===== src/design/dss_pkg.sv =====
// Shared types and constants for the differential serial addressed slave.
// Used by dss_link and the top level; no dependencies.
package dss_pkg;

  // Byte buffer geometry
  localparam int STORE_DEPTH = 1024;
  localparam int STORE_AW    = $clog2(STORE_DEPTH);
  localparam int CNT_W       = STORE_AW + 1;

  // Serial framing
  localparam int             ADDR_W        = 10;
  localparam logic [4:0]     START_PATTERN = 5'b11001;
  localparam logic [3:0]     START_BITS    = 4'd5;
  localparam logic [3:0]     ADDR_BITS     = 4'd10;
  localparam logic [3:0]     BYTE_BITS     = 4'd8;

  // Transaction function codes
  typedef enum logic [1:0] {
    FN_EDGE = 2'd0,
    FN_LOAD = 2'd1,
    FN_READ = 2'd2,
    FN_NONE = 2'd3
  } func_t;

  // Link phase
  typedef enum logic [1:0] {
    PH_IDLE  = 2'd0,
    PH_START = 2'd1,
    PH_ADDR  = 2'd2,
    PH_XCHG  = 2'd3
  } phase_t;

  // Buffer write request
  typedef struct packed {
    logic                we;
    logic [STORE_AW-1:0] addr;
    logic [7:0]          data;
  } wr_req_t;

  // Per-transaction result, minus the buffer read data
  typedef struct packed {
    logic             tx_pos;
    logic             tx_neg;
    logic             line_stop;
    logic             selected;
    logic             byte_done;
    logic [7:0]       rx_byte;
    logic [CNT_W-1:0] stored_count;
    logic             read_valid;
  } result_t;

endpackage


===== src/design/dss_link.sv =====
// Serial link control: phase tracking, start/address matching, byte exchange,
// buffer fill count and own address register. Depends on dss_pkg.
module dss_link (
  input  logic                      clk,
  input  logic                      rst_n,
  input  logic                      accept,
  input  logic [1:0]                func,
  input  logic                      rx_pos,
  input  logic                      rx_neg,
  input  logic [7:0]                tx_byte,
  input  logic [dss_pkg::STORE_AW-1:0] read_index,
  input  logic                      cfg_wr_en,
  input  logic [dss_pkg::ADDR_W-1:0] cfg_wr_data,
  output dss_pkg::wr_req_t          wr_req,
  output logic                      rd_en,
  output dss_pkg::result_t          result
);
  import dss_pkg::*;

  phase_t              phase_r, phase_nxt;
  logic [3:0]          bit_cnt_r, bit_cnt_nxt;
  logic [ADDR_W-1:0]   addr_sh_r, addr_sh_nxt;
  logic [7:0]          rx_sh_r, rx_sh_nxt;
  logic [7:0]          tx_hold_r, tx_hold_nxt;
  logic [1:0]          line_r, line_nxt;
  logic [CNT_W-1:0]    fill_r, fill_nxt;
  logic [ADDR_W-1:0]   own_addr_r;

  func_t               fn;
  logic                is_edge;
  logic                stop;
  logic [2:0]          start_idx;
  logic [2:0]          tx_idx;
  logic                done;

  assign fn        = func_t'(func);
  assign is_edge   = accept && (fn == FN_EDGE);
  assign stop      = (rx_pos == rx_neg);
  assign start_idx = 3'(START_BITS - 4'd1) - bit_cnt_r[2:0];
  assign tx_idx    = 3'(BYTE_BITS - 4'd1) - bit_cnt_r[2:0];

  // Phase next state
  always_comb begin
    phase_nxt = phase_r;
    if (is_edge) begin
      priority if (stop) begin
        phase_nxt = PH_IDLE;
      end else begin
        unique case (phase_r)
          PH_IDLE:  phase_nxt = PH_START;
          PH_START: if (bit_cnt_r >= START_BITS) phase_nxt = PH_ADDR;
          PH_ADDR: begin
            if (bit_cnt_r >= ADDR_BITS) begin
              phase_nxt = (addr_sh_r == own_addr_r) ? PH_XCHG : PH_IDLE;
            end
          end
          PH_XCHG:  phase_nxt = PH_XCHG;
          default:  phase_nxt = PH_IDLE;
        endcase
      end
    end
  end

  // Bit datapath and buffer requests
  always_comb begin
    bit_cnt_nxt = bit_cnt_r;
    addr_sh_nxt = addr_sh_r;
    rx_sh_nxt   = rx_sh_r;
    tx_hold_nxt = tx_hold_r;
    line_nxt    = line_r;
    fill_nxt    = fill_r;
    done        = 1'b0;
    wr_req.we   = 1'b0;
    wr_req.addr = fill_r[STORE_AW-1:0];
    wr_req.data = rx_sh_r;
    if (is_edge) begin
      priority if (stop) begin
        bit_cnt_nxt = '0;
      end else begin
        unique case (phase_r)
          PH_IDLE: bit_cnt_nxt = '0;
          PH_START: begin
            if (bit_cnt_r < START_BITS) begin
              bit_cnt_nxt = (rx_pos == START_PATTERN[start_idx]) ? bit_cnt_r + 4'd1 : '0;
            end else begin
              bit_cnt_nxt = '0;
            end
          end
          PH_ADDR: begin
            if (bit_cnt_r < ADDR_BITS) begin
              addr_sh_nxt = {addr_sh_r[ADDR_W-2:0], rx_pos};
              bit_cnt_nxt = bit_cnt_r + 4'd1;
            end else begin
              bit_cnt_nxt = '0;
            end
          end
          PH_XCHG: begin
            if (bit_cnt_r < BYTE_BITS) begin
              // drive one transmit bit, sample one receive bit
              line_nxt    = tx_hold_r[tx_idx] ? 2'b01 : 2'b10;
              rx_sh_nxt   = {rx_sh_r[6:0], rx_pos};
              bit_cnt_nxt = bit_cnt_r + 4'd1;
            end else begin
              // storage edge; byte dropped once the buffer is full
              done = 1'b1;
              if (fill_r < CNT_W'(STORE_DEPTH)) begin
                wr_req.we = 1'b1;
                fill_nxt  = fill_r + CNT_W'(1);
              end
              rx_sh_nxt   = '0;
              bit_cnt_nxt = '0;
            end
          end
          default: bit_cnt_nxt = '0;
        endcase
      end
    end else if (accept && (fn == FN_LOAD)) begin
      tx_hold_nxt = tx_byte;
    end
  end

  assign rd_en = accept && (fn == FN_READ);

  // Result fields reflect the state after this transaction
  always_comb begin
    result.tx_pos       = line_nxt[0];
    result.tx_neg       = line_nxt[1];
    result.line_stop    = is_edge && stop;
    result.selected     = (phase_nxt == PH_XCHG);
    result.byte_done    = done;
    result.rx_byte      = done ? rx_sh_r : 8'd0;
    result.stored_count = fill_nxt;
    result.read_valid   = rd_en && ({1'b0, read_index} < fill_r);
  end

  // State registers
  always_ff @(posedge clk) begin
    if (!rst_n) begin
      phase_r   <= PH_IDLE;
      bit_cnt_r <= '0;
      addr_sh_r <= '0;
      rx_sh_r   <= '0;
      tx_hold_r <= '0;
      line_r    <= '0;
      fill_r    <= '0;
    end else if (accept) begin
      phase_r   <= phase_nxt;
      bit_cnt_r <= bit_cnt_nxt;
      addr_sh_r <= addr_sh_nxt;
      rx_sh_r   <= rx_sh_nxt;
      tx_hold_r <= tx_hold_nxt;
      line_r    <= line_nxt;
      fill_r    <= fill_nxt;
    end
  end

  // Own address register
  always_ff @(posedge clk) begin
    if (!rst_n) begin
      own_addr_r <= '0;
    end else if (cfg_wr_en) begin
      own_addr_r <= cfg_wr_data;
    end
  end

endmodule

===== config.mk =====
export PLATFORM = sky130hd
export DESIGN_NAME = dss_link
export DESIGN_NICKNAME = d
export VERILOG_FILES = /design/src/design/dss_pkg.sv /design/src/design/dss_link.sv
export SDC_FILE = /design/constraint.sdc
export NUM_CORES = 1
export LEC_CHECK = 0
export BUFFER_PORTS_ARGS = -buffer_cell sky130_fd_sc_hd__buf_4
export CAP_MARGIN = 10
export CORE_ASPECT_RATIO = 0.6
export CORE_UTILIZATION = 57
export DETAILED_ROUTE_END_ITERATION = 10
export GPL_TIMING_DRIVEN = 0
export PLACE_DENSITY = 0.85
export RECOVER_POWER = 50
export SLEW_MARGIN = 20
export SYNTH_ARGS = -nofsm -noshare
export SYNTH_HDL_FRONTEND = slang
export SYNTH_SLANG_ARGS = --single-unit

===== constraint.sdc =====
create_clock -name clk -period 3.8 [get_ports clk]
set_input_delay 0.19 -clock clk [delete_from_list [all_inputs] [get_ports clk]]
set_output_delay 0.19 -clock clk [all_outputs]
set_load 0.005 [all_outputs]

# Word level (Yosys, flattened, before mapping)
# Memory sizes are Yosys's and may differ from the RTL's.
# Index checks and enable logic that the tools add are counted.
dict set report totals {
  regBits 55
  inputBits 36
  out_inout_bits 45
  n_memories 1
  word_cells 80
  romBits 8
}
dict set report classes {
  reduce_logical 11
  addsub 4
  mux 36
  eq_ne 9
  order_cmp 9
  bitwise 2
}
# name words width read_ports rd_clocked_by_memory_dff write_ports line
set mem_list {}
lappend mem_list {{(no name shown)} 8 1 1 0 0 dss_link.sv:84} ;# bit_cnt_nxt = (rx_pos == START_PATTERN[start_idx]) ? bit_cnt_r + 4'd1 : '0;
# cell count
set op_table {}
lappend op_table {{$mux 11} 5}
lappend op_table {{$mux 2} 10}
lappend op_table {{$mux 4} 5}
lappend op_table {{$mux 8} 2}
lappend op_table {{$pmux 4 s4} 1}
lappend op_table {{$add 11x1->11 const B} 1}
lappend op_table {{$lt 10x11->1} 1}
lappend op_table {{$lt 11x11->1 const B} 1}
lappend op_table {{$mux 1} 11}
lappend op_table {{$eq 10x10->1} 1}
lappend op_table {{$eq 2x2->1 const B} 4}
lappend op_table {{$lt 3x4->1 const B} 2}
lappend op_table {{$lt 4x4->1 const B} 2}
lappend op_table {{$pmux 2 s4} 1}
lappend op_table {{$sub 3x3->3 const A} 2}
lappend op_table {{$logic_and 1x1->1} 5}
lappend op_table {{$reduce_and 5->1} 1}
lappend op_table {{$add 4x1->4 const B} 1}
lappend op_table {{$eq 2x1->1 const B} 2}
lappend op_table {{$ge 4x3->1 const B} 1}
lappend op_table {{$ge 4x4->1 const B} 1}
lappend op_table {{$logic_not 2->1} 2}
lappend op_table {{$lt 4x3->1 const B} 1}
lappend op_table {{$reduce_and 4->1} 1}
lappend op_table {{5 further kinds} 7}

# Depth between registers and ports, before layout
dict set report logic_depth {
  word_depth 8
  depth_mapped 7
  mapped_depth_nobuf 7
}

# Worst setup path before layout
# No wires, ideal clock.
dict set report synth_timing {
  path_type {reg2reg}
  start {register bit_cnt_r[0]}
  end {register bit_cnt_r[1]}
  slack_ns 1.822
  period_less_slack_ns 1.978
  t_required_ns 3.724
  n_path_buf 0
  setup_time_ns 0.076
  path_stages_with_launch 8
  arrival_time_ns 1.902
  cell_sequence {dfxtp_1 > inv_1 > ha_1 > xnor2_1 > or4b_1 > a21oi_1 > o211ai_1 > a21boi_0}
}
dict set report synth_via {
  elab_chain_cells 8
  elab_cells_between_ends 14
  classes_between {2 x add/sub; 3 x order compare; 1 x eq/ne; 7 x mux; 1 x memory}
}
# item line
set synth_rtl {}
lappend synth_rtl {{start, declared} dss_link.sv:21} ;# logic [3:0] bit_cnt_r, bit_cnt_nxt;
lappend synth_rtl {{start signal, assigned} dss_link.sv:148} ;# bit_cnt_r <= bit_cnt_nxt;
lappend synth_rtl {{$sub 3x3->3} dss_link.sv:39} ;# assign start_idx = 3'(START_BITS - 4'd1) - bit_cnt_r[2:0];
lappend synth_rtl {{$mem_v2 8x1} n/a}
lappend synth_rtl {{$mux 1 (not written as such)} dss_link.sv:84}
lappend synth_rtl {{$eq 1x1->1} dss_link.sv:84}
lappend synth_rtl {{$mux 4} dss_link.sv:84}
lappend synth_rtl {{$mux 4} dss_link.sv:83} ;# if (bit_cnt_r < START_BITS) begin
lappend synth_rtl {{$pmux 4 s4 *} dss_link.sv:80} ;# unique case (phase_r)
lappend synth_rtl {{$mux 4 *} dss_link.sv:77} ;# priority if (stop) begin
# Every way passes the cells marked *; elsewhere a longest branch is shown, timed or not. The select of a mux whose other input is x is not followed.
# A chain may end at the register's enable or synchronous reset.

==> key figures <==
Synth
  • Yosys warnings: 0
  • Top area cells in the synthesized netlist: dfxtp_1 35%, mux2i_1 8.9%, nor2b_1 7.1%, ha_1 5.9%, xnor2_1 5.5%
  • Syn Nets: 391
  • Synth Area per Inst: between 9 and 10 um^2
  • Ys async rst share: 0
  • Top cell type's share of synthesized area: 0.348
  • Area leader, netlist: dfxtp_1
  • Most common flop cell mapped by yosys: dfxtp_1
  • Synth Area in Adders: 0.0594
  • Synthesized area: roughly 3200 um^2
  • Largest family of logic cells by synthesized area: simple AND/OR/NAND/NOR gates
  • Simple-Gate Fraction of Synth Area: 0.261
  • Synth Instances: 340
  • Number of synthesized flops with an enable pin: 0
  • Seq cells post-synth: 55
  • Mux share of post-synthesis cell area: 0.109
  • Synth Area in Compound Gates: 0.0879
  • Sequential cell area fraction in the yosys report: 0.348
  • Synth cell types: 51
  • XOR/XNOR share of the synthesized area: 0.0689

Cells and area
  • Share of cells above drive strength 1: 0.256
  • Area of the multi-input gates: 1830 um^2
  • Final Core Density: 0.753
  • Most common cell after layout, fill and taps aside: buf_4
  • Most frequent cells in the layout: 67 x buf_4, 55 x dfxtp_1, 36 x nor2b_1
  • Filler instances: ~380
  • Register area: 1100 um^2
  • Final #Nets: 476
  • Ant. Diodes: 0
  • Synthesis-to-layout area growth: 24.0%

Setup path
  • Critical path data arrival time: between 2 and 2.5 ns
  • Path depth of the worst reg2reg path: 7
  • Reg-to-reg slack, setup: ~1.5 ns
  • RR Endpoint: bit_cnt_r[1]$_SDFFE_PN0P_
  • Required time of the critical path: 3.61 ns
  • Worst-path fanout max: 9
  • Critical path class: register to output pin
  • Critical Path Sink Type: output pin
  • R2r startpoint: bit_cnt_r[0]$_SDFFE_PN0P_
  • Startpoint types: register

Timing
  • # setup viols final: 0
  • Final Hold Viols: 0
  • Worst-Margin Slew: 0.780 ns
  • Clk_skew: 0.0104 ns
  • Worst relative slew slack: 0.475
  • Max Clk Rate: 0.390 GHz
  • Final max-slew violation count: 0
  • Setup_tns: 0 ns
  • Fin crit period: around 2.6 ns
  • Period Utilization, post-route: 0.674
  • RSZ-0062 raised after global routing: no

Clock tree
  • Clock network latency to the later pin of the worst-skew pair: 0.32 ns
  • CTS buffer count: 5
  • Clk root buf: clkbuf_8
  • # hold bufs at CTS: 0
  • CTS HTree Levels: 2
  • Setup bufs post-CTS: 0
  • CTS tree: done
  • Clk buf depth: 2
  • Resize count post-CTS: 0
  • Clk sink count: 55
  • CTS clk-pin slew, worst paths: 0.11 ns

Global route
  • Overall Global Routing Usage: 0.249
  • Number of global-route vias before repair: 2,324
  • First-pass GRT wire length: 11,300 um
  • Largest net degree at the start of global routing: 18
  • Total grt overflow: 0
  • Initial antenna violation count: 0

Placed design
  • GP Congestion: between 0.9 and 1
  • Post-DP HPWL: approximately 5300 um
  • Port bufs: 78

Job
  • Max Cap Viol: 0

Detailed routing
  • DR WL/cell: approximately 14 um
  • ANT nets after route: 0
  • First-pass DRT Iterations: 9
  • Vias: 2,611
  • Vias per cell: 5.31
  • Remaining DRCs: 7
  • Starting DRC count in detailed routing: 187
  • Routed wire length: 6890 um

Power and ir drop
  • Worst VDD drop: 171 uV
  • Power Dens Cells: 285 nW/um^2
  • Static leakage: 0.00174 uW

Status
  • Failing checks: DRC
  • Outcome: complete, but fails checks

Floorplan
  • Initial Utilization: 0.607
  • Core Area: around 5200 um^2
  • Num rows: 20
  • Die area: around 6000 um^2
  • Y dimension of the die: roughly 60 um
  • Top Ports: between 80 and 90
  • Die width: about 98 um

Min path
  • Hold Path Depth: 3
  • HP Class: input pin to register
  • Hold endpoint: tx_hold_r[1]$_SDFFE_PN0P_
  • Hold Path Origin: tx_byte[1]
==> registers in the layout (all words and copies together), names as in the netlist <==
register    cells
fill_r         11
addr_sh_r      10
phase_r         2
own_addr_r     10
tx_hold_r       8
rx_sh_r         8
bit_cnt_r       4
line_r          2
==> kinds of logic after synthesis <==
family | after synthesis
compound gates | 44
xor+xnor | 24
buf+inv | 43
flops | 55
simple gates | 128
fa+ha+maj | 15
mux | 31
==> metal layers <==
metal	global-route usage	wire length (um)	up-vias	share of wire
met5	0	0	-	0
li1	-	-	1323	-
met3	0.0480	423	7	0.061
met2	0.376	2840	83	0.41
met1	0.365	3580	1198	0.52
met4	0.0661	43	0	0.0062
==> critical path, stage by stage (launching register included) <==
cell and delay [ns]:
dfxtp_1 0.32, clkbuf_1 0.31, and3b_1 0.23, nand4_1 0.42, nor3_1 0.44, xnor2_1 0.19
buf_4 0.15
==> synthesized netlist by cell type (3+ instances only) <==
cell type / instances
o22ai_1: 4
nand2_1: 10
ha_1: 15
inv_1: 15
xor2_1: 3
buf_4: 11
nor4_2: 3
dfxtp_1: 55
nand2b_1: 5
a31oi_1: 3
nor3_1: 5
nor2_1: 11
clkbuf_1: 14
o21ai_0: 9
xnor2_1: 20
and3b_1: 3
nand4_1: 3
a21oi_1: 12
a21boi_0: 3
and2_1: 21
nor2b_1: 36
nor3b_1: 9
nand3_1: 5
mux2i_1: 28
buf_2: 3
o21a_1: 3
==> where the power goes <==
part | leakage, uW | internal [uW] | switching [uW]
registers | 0.000446 | 586 | 6.13
logic | 0.00123 | 57.5 | 48.0
clock network | 0.0000618 | 217 | 201
==> layout make-up <==
type | instances | area share
clock buffers | 6 | 0.0211
clock inverters | 2 | 0.00989
multi-input cells | 242 | 0.467
well taps | 66 | 0.0211
inverters | 15 | 0.0144
flip-flops and latches | 55 | 0.281
repair buffers | 78 | 0.147
plain buffers | 28 | 0.0380
==> worst max path at each step <==
stage,from,to,slack (ns),depth (start not counted)
after floorplan,bit_cnt_r[0]$_SDFFE_PN0P_,bit_cnt_r[1]$_SDFFE_PN0P_,1.82,7
after global placement,bit_cnt_r[0]$_SDFFE_PN0P_,bit_cnt_r[1]$_SDFFE_PN0P_,1.62,7
after detailed placement,bit_cnt_r[0]$_SDFFE_PN0P_,bit_cnt_r[1]$_SDFFE_PN0P_,1.55,7
after CTS,bit_cnt_r[0]$_SDFFE_PN0P_,result[24],1.26,5
after global routing,phase_r[1]$_SDFFE_PN0P_,result[3],1.10,6
final,bit_cnt_r[3]$_SDFFE_PN0P_,result[9],1.24,6
==> metrics by stage <==
| step | hold WS [ns] | power [uW] | instance area, um^2 | std cells | setup slack (ns) |
|---|---|---|---|---|---|
| 2_1_floorplan | 0.356 | 665 | 3160 | 340 | 1.82 |
| 3_3_place_gp | 0.441 | 708 | 3830 | 484 | 1.62 |
| 3_5_place_dp | 0.451 | 711 | 3830 | 484 | 1.55 |
| 4_1_cts | 0.121 | 1120 | 3950 | 492 | 1.26 |
| 5_1_grt | 0.123 | 1160 | 3920 | 492 | 1.10 |
| 6_report | 0.117 | 1120 | 3920 | 492 | 1.24 |
No activity file was read; power rests on OpenSTA's default activity.
